### src/rtl/kepler_true_anomaly_solver_unit_macros.svh
// Assertion macros used by the solver unit.
`ifndef KEPLER_TRUE_ANOMALY_SOLVER_UNIT_MACROS_SVH
`define KEPLER_TRUE_ANOMALY_SOLVER_UNIT_MACROS_SVH
`ifndef SYNTHESIS
// same-cycle implication
`define KTAS_ASSERT_IMP(lbl, clk, rst, ante, cons) \
   lbl: assert property (@(posedge clk) disable iff (rst) (ante) |-> (cons)) \
      else $error("ktas check failed");
// next-cycle implication
`define KTAS_ASSERT_NXT(lbl, clk, rst, ante, cons) \
   lbl: assert property (@(posedge clk) disable iff (rst) (ante) |=> (cons)) \
      else $error("ktas check failed");
`else
`define KTAS_ASSERT_IMP(lbl, clk, rst, ante, cons)
`define KTAS_ASSERT_NXT(lbl, clk, rst, ante, cons)
`endif
`endif

### src/rtl/ktas_pkg.sv
`default_nettype none
package ktas_pkg;

   // datapath width of the CORDIC registers
   localparam int CW = 36;
   localparam int CORDIC_STEPS = 30;

   localparam logic signed [CW-1:0] Q30_ONE     = 36'sd1073741824;
   localparam logic signed [CW-1:0] Q30_PI      = 36'sd3373259426;
   localparam logic signed [CW-1:0] Q30_HALF_PI = 36'sd1686629713;
   localparam logic signed [CW-1:0] CORDIC_GAIN = 36'sd652032874;
   localparam logic [31:0]          STEP_CAP    = 32'h8000_0000;

   typedef struct packed {
      logic signed [30:0] mean_anomaly;
      logic [29:0]        eccentricity;
   } req_type;

   typedef struct packed {
      logic signed [30:0] eccentric_anomaly;
      logic signed [31:0] true_anomaly;
      logic               converged;
   } rsp_type;

   typedef struct packed {
      logic start;
      logic vectoring;
   } cordic_cmd_type;

   // arctangent table, Q.30
   function automatic logic signed [CW-1:0] atan_entry(input logic [4:0] idx);
      logic signed [CW-1:0] a;
      case (idx)
         5'd0:  a = 36'sd843314857;
         5'd1:  a = 36'sd497837829;
         5'd2:  a = 36'sd263043837;
         5'd3:  a = 36'sd133525159;
         5'd4:  a = 36'sd67021687;
         5'd5:  a = 36'sd33543516;
         5'd6:  a = 36'sd16775851;
         5'd7:  a = 36'sd8388437;
         5'd8:  a = 36'sd4194283;
         5'd9:  a = 36'sd2097149;
         5'd10: a = 36'sd1048576;
         5'd11: a = 36'sd524288;
         5'd12: a = 36'sd262144;
         5'd13: a = 36'sd131072;
         5'd14: a = 36'sd65536;
         5'd15: a = 36'sd32768;
         5'd16: a = 36'sd16384;
         5'd17: a = 36'sd8192;
         5'd18: a = 36'sd4096;
         5'd19: a = 36'sd2048;
         5'd20: a = 36'sd1024;
         5'd21: a = 36'sd512;
         5'd22: a = 36'sd256;
         5'd23: a = 36'sd128;
         5'd24: a = 36'sd64;
         5'd25: a = 36'sd32;
         5'd26: a = 36'sd16;
         5'd27: a = 36'sd8;
         5'd28: a = 36'sd4;
         5'd29: a = 36'sd2;
         default: a = '0;
      endcase
      return a;
   endfunction

endpackage
`default_nettype wire

### src/rtl/ktas_divider.sv
`default_nettype none
// Restoring divider, one quotient bit per cycle, 64-bit dividend.
// Keeps the low 33 quotient bits and flags any higher bit.
module ktas_divider (
   input  wire logic        clock,
   input  wire logic        reset,
   input  wire logic        start,
   input  wire logic [63:0] dividend,
   input  wire logic [31:0] divisor,
   output logic             done,
   output logic [32:0]      quotient,
   output logic             overflow
);
   import ktas_pkg::*;

   logic        busy_ff, busy_in;
   logic        done_ff, done_in;
   logic [5:0]  cnt_ff, cnt_in;
   logic [63:0] dvd_ff, dvd_in;
   logic [31:0] dvs_ff, dvs_in;
   logic [31:0] rem_ff, rem_in;
   logic [32:0] quo_ff, quo_in;
   logic        ovf_ff, ovf_in;
   logic [32:0] trial;

   always_comb begin
      trial   = {rem_ff, dvd_ff[63]};
      busy_in = busy_ff;
      done_in = 1'b0;
      cnt_in  = cnt_ff;
      dvd_in  = dvd_ff;
      dvs_in  = dvs_ff;
      rem_in  = rem_ff;
      quo_in  = quo_ff;
      ovf_in  = ovf_ff;
      if (start) begin
         busy_in = 1'b1;
         cnt_in  = '0;
         dvd_in  = dividend;
         dvs_in  = divisor;
         rem_in  = '0;
         quo_in  = '0;
         ovf_in  = 1'b0;
      end else if (busy_ff) begin
         dvd_in = {dvd_ff[62:0], 1'b0};
         ovf_in = ovf_ff | quo_ff[32];
         // remainder stays below the divisor, so 32 bits hold it
         if (trial >= {1'b0, dvs_ff}) begin
            rem_in = 32'(trial - {1'b0, dvs_ff});
            quo_in = {quo_ff[31:0], 1'b1};
         end else begin
            rem_in = trial[31:0];
            quo_in = {quo_ff[31:0], 1'b0};
         end
         cnt_in = cnt_ff + 6'd1;
         if (cnt_ff == 6'd63) begin
            busy_in = 1'b0;
            done_in = 1'b1;
         end
      end
   end

   always_ff @(posedge clock) begin
      if (reset) begin
         busy_ff <= 1'b0;
         done_ff <= 1'b0;
      end else begin
         busy_ff <= busy_in;
         done_ff <= done_in;
      end
      cnt_ff <= cnt_in;
      dvd_ff <= dvd_in;
      dvs_ff <= dvs_in;
      rem_ff <= rem_in;
      quo_ff <= quo_in;
      ovf_ff <= ovf_in;
   end

   assign done     = done_ff;
   assign quotient = quo_ff;
   assign overflow = ovf_ff;

endmodule
`default_nettype wire
### config.mk
export PLATFORM = sky130hd
export DESIGN_NAME = ktas_divider
export DESIGN_NICKNAME = d
export VERILOG_FILES = /design/src/rtl/kepler_true_anomaly_solver_unit_macros.svh /design/src/rtl/ktas_pkg.sv /design/src/rtl/ktas_divider.sv
export SDC_FILE = /design/constraint.sdc
export NUM_CORES = 1
export LEC_CHECK = 0
export CORE_UTILIZATION = 58
export DETAILED_ROUTE_END_ITERATION = 7
export DONT_BUFFER_PORTS = 1
export PLACE_DENSITY = 0.86
export SYNTH_ARGS = -nofsm -noshare
export SYNTH_HDL_FRONTEND = slang
export SYNTH_SLANG_ARGS = --single-unit
### constraint.sdc
create_clock -name clock -period 2.7 [get_ports clock]
set_clock_uncertainty 0.1 [all_clocks]
set_input_delay 0.27 -clock clock [delete_from_list [all_inputs] [get_ports clock]]
set_output_delay 0.27 -clock clock [all_outputs]
set_load 0.1 [all_outputs]
Yosys cells after proc, flatten, opt, wreduce, memory -nomap -nowiden
Cells that the tools add are included.

operators by class
  add/sub/neg operators = 2
  $mul = 0
  divide/modulo/power cells = 0
  order comparisons = 1
  equality and inequality tests = 1
  shifts and indexed selects = 0
  multiplexer cells = 8
  bitwise logic cells = 2
  reductions and logical operators = 2

operators with widths
  cell                   number
  $mux W64               2
  $ge A33 B32 Y1         1
  $mux W32               1
  $sub A32 B32 Y32       1
  $add A6 B1 Y6 const B  1
  $eq A6 B6 Y1 const B   1
  $mux W1                5
  $reduce_or A3 Y1       1
  $reduce_bool A2 Y1     1
  $not A1 Y1             1
  $or A1 B1 Y1           1

storage, ports and cells
  flip-flop bits (word level) = 170
  bits in latches = 0
  RAM bits = 0
  memory bits (read-only) = 0
  bits of input ports = 99
  output and inout port bits = 35
  logic and storage cells = 24
  memories kept = 0

Longest topological paths before layout
Gate-level depths: netlist of the first run.

  depth after elaboration = 4
  gate-level depth with buffers = 14

Worst setup path after synthesis of the first run
No wires, ideal clock.

  path kind = input -> register
  from = in start
  to = reg dvd_ff[0] (enable)
  setup time = 0.418 ns
  data arrival time = 2.209 ns
  path slack = -0.027 ns
  cell stages on the path = 4
  path buffers = 2
  cells stage by stage = clkbuf_1 clkbuf_1 nor2_1 inv_1

between the ends
  cells in the longest elaborated chain, start to end = 1

ends and longest elaborated chain
  item                          line                RTL
  start, declared               ktas_divider.sv:7   input wire logic start,
  $reduce_bool A2 Y1 (no line)  --
  end signal, assigned          ktas_divider.sv:72  dvd_ff <= dvd_in;
  end, declared                 ktas_divider.sv:19  logic [63:0] dvd_ff, dvd_in;

Every way passes these cells.
A chain may end at the register's enable or synchronous reset.

Worst setup path after layout of the first run
  from = reg rem_ff[15]
  to = reg rem_ff[0]

between the ends
  cells in the longest elaborated chain, start to end = 2

ends and longest elaborated chain
  item                    line                RTL
  start, declared         ktas_divider.sv:21  logic [31:0] rem_ff, rem_in;
  start signal, assigned  ktas_divider.sv:74  rem_ff <= rem_in;
  $ge A33 B32 Y1          ktas_divider.sv:48  if (trial >= {1'b0, dvs_ff}) begin
  $mux W32                ktas_divider.sv:48

Every way passes these cells.

==> results of run 1 <==
layer usage:
layer / wire length (um) / vias to the layer above
met2: 15500 / 664
met3: 2860 / 238
met4: 2600 / 0
met5: 0 / -
li1: - / 3359
met1: 10600 / 3843
cells in the final DEF, fill, tap and decap left out, types with 6 or more instances in the layout:
cell type and n:
nand4_1 7, xor2_1 8, clkbuf_16 19, nor2_1 86, edfxtp_1 96, o21ai_1 7
a21oi_1 29, a21oi_2 19, nand2b_1 7, nand3_1 9, inv_1 39, a211oi_1 7
dlygate4sd3_1 175, buf_6 8, buf_4 103, mux2i_1 38, a21o_1 14, a211oi_2 17
mux2_2 63, nand2_1 37, nor2_2 7, ha_4 6, dfxtp_1 73, o21ai_0 15
xnor2_1 18, ha_1 27
per-stage QoR:
stage               util [%]  std cells  setup TNS (ns)  hold WS, ns  worst slack (ns)
floorplan                  -        775               0        0.242            0.0309
global placement        66.3       1016           -2.53        0.236            -0.174
detailed placement      66.3       1016           -5.84        0.245            -0.286
CTS                     84.7       1227           -4.26       -0.216            -0.181
global route            88.0       1244          -14.29      0.00650            -0.548
finish                  88.1       1246          -13.09       0.0704            -0.512
worst max path at each step:
stage	to	slack, ns	depth (start not counted)
floorplan	dvd_ff[0]	0.03	4
global placement	rem_ff[17]	-0.17	13
detailed placement	rem_ff[23]	-0.29	12
CTS	rem_ff[22]	-0.18	12
global route	rem_ff[0]	-0.55	12
finish	rem_ff[0]	-0.51	11
state kept, by name, summed over array words and instances (netlist names):
signal / flops
dvd_ff: 64
quotient: 33
dvs_ff: 32
rem_ff: 32
cnt_ff: 6
busy_ff: 1
done: 1
overflow: 1
final cells by class:
| cell class | instances | area share [%] |
|---|---|---|
| tap | 180 | 1.81 |
| inverter | 44 | 1.36 |
| antenna | 3 | 0.0605 |
| clock inverter | 15 | 1.43 |
| sequential | 170 | 35.2 |
| timing repair buffer | 295 | 22.6 |
| clock buffer | 17 | 3.43 |
| multi-input combinational | 522 | 34.1 |
critical path, stage by stage (launching register included):
cell and delay, ns:
dfxtp_1 0.44, ha_4 0.26, a21oi_4 0.15, o211ai_1 0.21, a221o_1 0.43, nand4b_1 0.27
a31oi_2 0.23, o221a_4 0.38, buf_12 0.20, nand2_1 0.11, o211a_1 0.16, nor3_2 0.18
power breakdown:
group,total (mW),internal [mW],switching (mW)
clock network,2.55,1.33,1.23
logic,1.61,0.777,0.829
registers,3.06,2.94,0.120
total,7.22,5.05,2.18
logic make-up (layout without fill, tap and decap cells):
family | after synthesis | count (layout) | share of synthesized area [%]
compound gates | 159 | 159 | 12.7
other cells | 0 | 3 | 0
fa+ha+maj | 34 | 34 | 5.08
flops | 170 | 170 | 51.2
buf+inv | 83 | 371 | 4.17
xor+xnor | 28 | 28 | 2.88
simple gates | 198 | 198 | 11.0
mux | 103 | 103 | 13.0
repair_timing:
action                     4_1_cts  5_1_grt
pin swaps                       16       38
gates cloned                     1        2
gates resized for setup         37       75
setup endpoints to repair       33       33
hold buffers                   175        1
setup buffers                    3       17
hold endpoints to repair       193       56
==> run_results.csv, run 1 <==
group,metric,value,unit
synth,synthesis.nets,908,
synth,synthCells,775,
cts,cts.root.buffer_cell,"clkbuf_16",
worst_setup_path,r2r_cells,11,
sta,setup_violations,33,
global_routing,antenna_found_initial,1,
min_path,hold_path_startpoint,"start",
worst_setup_path,worst_setup_path_start_kind,"register",
placed_design,gp_congestion,0.951,
final_layout,area_growth,45.7,%
floorplanning,dieArea,15200,sq um
worst_setup_path,reg2reg_from,"rem_ff[15]",
placed_design,dpl.hpwl,12.7,mm
synth,synthFlopType,"edfxtp_1",
global_routing,grtUsageMet2,65.7,%
synth,synth_top_area_cell,"edfxtp_1",
sta,relSlewSlack,23.6,%
placed_design,place_area,9350,sq um
sta,layout_min_cycle_time,3.21,ns
global_routing,grt_max_degree,166,
power_and_ir_drop,p_leak,5.17,nW
status,status,"finished with violations",
sta,setup_ws,-0.512,ns
worst_setup_path,r2r_slack,-0.51,ns
flow_run,drv_cap,0,
drt,drt_iter0_markers,1089,
global_routing,globalRouteMet3Util,7.24,%
cts,cts_sinks,170,
floorplanning,rows,43,
synth,syn_area,8520,sq um
power_and_ir_drop,peakVddDrop,0.619,mV
sta,fmax,311,MHz
global_routing,track_usage,36.2,%
synth,synth.top_cells.by_count,"96 x edfxtp_1, 87 x nor2_1, 74 x dfxtp_1, 63 x mux2_2, 52 x a21oi_1",
cts,tritoncts,"yes",
drt,wl_per_cell,25.3,um
synth,yosysTopAreaCellShare,33.8,%
drt,vias,8104,
worst_setup_path,cp-startpoint,"rem_ff[15]",
sta,slew_violations,0,
sta,hold_viol_final,0,
cts,clock_latency,0.44,ns
synth,synth-warning-count,0,
final_layout,drive_above_1_share,29.6,%
drt,firstDrtPassIters,6,
cts,cts_buffer_depth,2,
synth,yosysSeqAreaShare,51.2,%
power_and_ir_drop,p_total,7.22,mW
cts,path_clk_slew,0.07,ns
final_layout,design_area,12400,sq um
worst_setup_path,r2r-end,"rem_ff[0]",
final_layout,multi_input_area,4240,sq um
placed_design,port-buffer-count,0,
global_routing,grt_pass1_vias,7676,
worst_setup_path,cp_max_fo,14,
final_layout,final_net_count,1183,
cts,htreeDepth,4,
synth,async_reset_ff_share,0,%
worst_setup_path,required,2.95,ns
drt,drc,0,
synth,synth.top_cells.by_area,"edfxtp_1 34%, dfxtp_1 17%, mux2_2 8.3%",
synth,synth_cell_types,67,
min_path,worstHoldPathCells,1,
drt,detail_route.vias_per_cell,6.50,
cts,cts_buffers,17,
synth,synth_edf_count,96,
min_path,hold_class,"in -> reg",
global_routing,grt_first_pass_wirelength,40.5,mm
floorplanning,pin_count,134,
drt,wl,31.5,mm
worst_setup_path,crit_arrival,3.47,ns
power_and_ir_drop,cellPowerDensity,582,nW/um^2
sta,rsz0062_at_grt,"yes",
floorplanning,die_y,123,um
worst_setup_path,path_class,"reg -> reg",
status,violations,"setup timing",
global_routing,met1_usage,39.0,%
floorplanning,die_w,123,um
synth,yosys_register_bits,170,
floorplanning,core,14100,sq um
synth,synth_most_common_cell,"edfxtp_1",
worst_setup_path,crit_path_end_kind,"register",
min_path,min_to,"dvd_ff[15]",
sta,period_share,119,%
sta,worst_pin_slew,1.14,ns
final_layout,regArea,4370,sq um
final_layout,nFillCells,544,
global_routing,top_usage_layer,"met2",
drt,antenna_left,0,
global_routing,grt_overflow,0,
synth,syn_area_per_cell,11.0,sq um
floorplanning,initial_core_util,60.4,%
Note: power is estimated with default switching activity, not from simulation.
==> run 2, diff against run 1 <==
--- a/config.mk
+++ b/config.mk
@@ -5,10 +5,10 @@
 export SDC_FILE = /design/constraint.sdc
 export NUM_CORES = 1
 export LEC_CHECK = 0
-export CORE_UTILIZATION = 58
+export BUFFER_PORTS_ARGS = -buffer_cell sky130_fd_sc_hd__buf_4
+export CORE_UTILIZATION = 52
 export DETAILED_ROUTE_END_ITERATION = 7
-export DONT_BUFFER_PORTS = 1
-export PLACE_DENSITY = 0.86
+export PLACE_DENSITY = 0.87
 export SYNTH_ARGS = -nofsm -noshare
 export SYNTH_HDL_FRONTEND = slang
 export SYNTH_SLANG_ARGS = --single-unit
==> run_results.csv, run 2 (synthesis results as in run 1) <==
group,metric,value,unit
final_layout,final_cell_mix,"220 x buf_4, 96 x edfxtp_1, 85 x nor2_1",
worst_setup_path,cp_cell_sequence,"inv_1, ha_4, nand2_1, o211ai_1, a221o_1, nand4b_1, a31oi_4, o221a_4, buf_12, buf_12, mux2i_1, a211oi_1",
sta,rsz0062_at_grt,"yes",
drt,drt_iter0_markers,431,
drt,detail_route.vias_per_cell,5.51,
cts,tritoncts,"yes",
power_and_ir_drop,p_leak,5.08,nW
worst_setup_path,worst_setup_path_start_kind,"register",
sta,relSlewSlack,62.7,%
final_layout,area_growth,40.5,%
power_and_ir_drop,p_total,6.95,mW
global_routing,grtUsageMet2,43.9,%
global_routing,met1_usage,31.0,%
flow_run,drv_cap,0,
power_and_ir_drop,peakVddDrop,0.475,mV
final_layout,design_area,12000,sq um
placed_design,placed_cells,1167,
global_routing,globalRouteMet3Util,6.64,%
floorplanning,core,15900,sq um
final_layout,fin_cells,1257,
drt,firstDrtPassIters,6,
status,violations,"setup timing",
final_layout,layout_commonest_cell,"buf_4",
worst_setup_path,worstPathBufferInverterCount,3,
final_layout,nFillCells,1006,
final_layout,regMostFlops,"dvd_ff",
cts,cts_buffers,17,
cts,clock_latency,0.43,ns
global_routing,antenna_found_initial,0,
placed_design,dpl.hpwl,13.3,mm
worst_setup_path,path_delay_family,"compound AO/OA/AOI/OAI gates",
final_layout,final_net_count,1161,
sta,layout_min_cycle_time,3.03,ns
global_routing,grt_first_pass_wirelength,33.1,mm
global_routing,grt_max_degree,69,
sta,final.setup.tns,-8.44,ns
drt,drc,0,
worst_setup_path,path_class,"reg -> reg",
cts,cts.root.buffer_cell,"clkbuf_16",
final_layout,multi_input_area,4200,sq um
min_path,hold_class,"in -> reg",
placed_design,place_area,10300,sq um
global_routing,top_usage_layer,"met2",
floorplanning,die_y,130,um
worst_setup_path,cpMostUsedCell,"buf_12",
final_layout,regArea,4370,sq um
sta,worst_pin_slew,0.559,ns
final_layout,largest_reg_flops,64,
floorplanning,initial_core_util,53.4,%
placed_design,port-buffer-count,133,
cts,cts_sinks,170,
cts,path_clk_slew,0.07,ns
global_routing,track_usage,25.5,%
worst_setup_path,cp_max_fo,6,
drt,antenna_left,0,
sta,fmax,330,MHz
floorplanning,rows,46,
sta,hold_slack,0.0295,ns
drt,vias,6921,
cts,htreeDepth,4,
global_routing,grt_pass1_vias,6861,
worst_setup_path,crit_arrival,3.23,ns
sta,slew_violations,0,
sta,setup_ws,-0.334,ns
final_layout,antennaDiodeCount,0,
sta,setup_violations,33,
drt,wl,22.1,mm
final_layout,drive_above_1_share,40.7,%
worst_setup_path,max_stage_delay,0.38,ns
cts,cts_buffer_depth,2,
sta,period_share,112,%
worst_setup_path,crit_path_end_kind,"register",
status,status,"finished with violations",
floorplanning,die_w,130,um
worst_setup_path,cp_slowest_cell,"edfxtp_1",
worst_setup_path,required,2.90,ns
floorplanning,pin_count,134,
power_and_ir_drop,cellPowerDensity,580,nW/um^2
placed_design,gp_congestion,0.925,
global_routing,grt_overflow,0,
floorplanning,dieArea,16900,sq um
drt,wl_per_cell,17.6,um
sta,hold_viol_final,0,
-- run 2: final timing paths --
| path | startpoint | end | slack [ns] | depth (start not counted) |
|---|---|---|---|---|
| min reg2reg | rem_ff[1] | rem_ff[1] | 0.40 | 2 |
| max | dvs_ff[15] | rem_ff[21] | -0.33 | 12 |
| max reg2reg | dvs_ff[15] | rem_ff[21] | -0.33 | 12 |
| min | dividend[35] | dvd_ff[35] | 0.03 | 2 |
-- run 2: final cells by class --
class	count	share of cell area, %
clock buffers	17	3.55
inverters	44	1.41
clock inverters	15	1.50
repair buffers	273	19.7
well taps	216	2.26
multi-input cells	522	35.1
flip-flops and latches	170	36.5
-- run 2: metal layers --
layer,wire length (um),part of all wire [%],vias to the layer above
met5,0,0,-
met4,635,2.9,0
met3,1360,6.2,57
met2,10900,50,245
met1,9150,41,3313
li1,-,-,3306
-- run 2: timing repair --
| action | CTS | global route |
|---|---|---|
| endpoints found under the setup margin | 33 | 33 |
| cloned | 4 | 1 |
| hold buffers | 33 | 0 |
| hold endpoints to repair | 34 | 0 |
| gates resized for setup | 42 | 56 |
| pin swaps | 27 | 34 |
| setup buffers | 9 | 11 |
-- run 2: worst register-to-register path, delay by kind of cell, from the launching register on --
family                     cells  cell delay [ns]
DFF                            1             0.38
and+or+nand+nor                2             0.40
AOI/OAI and AO/OA              5             1.14
buffers and inverters          3             0.43
adders and majority gates      1             0.24
muxes                          1             0.21
-- run 2: report_power, final --
part / internal [mW] / switching, mW
registers: 2.94 / 0.0823
logic: 0.709 / 0.698
clock network: 1.40 / 1.12
total: 5.05 / 1.90
-- run 2: stage by stage --
| stage | util (%) | setup slack [ns] |
|---|---|---|
| after floorplan | - | 0.0309 |
| after global placement | 64.4 | -0.121 |
| after detailed placement | 64.4 | -0.206 |
| after CTS | 72.9 | -0.104 |
| after global routing | 75.1 | -0.389 |
| final | 75.1 | -0.334 |
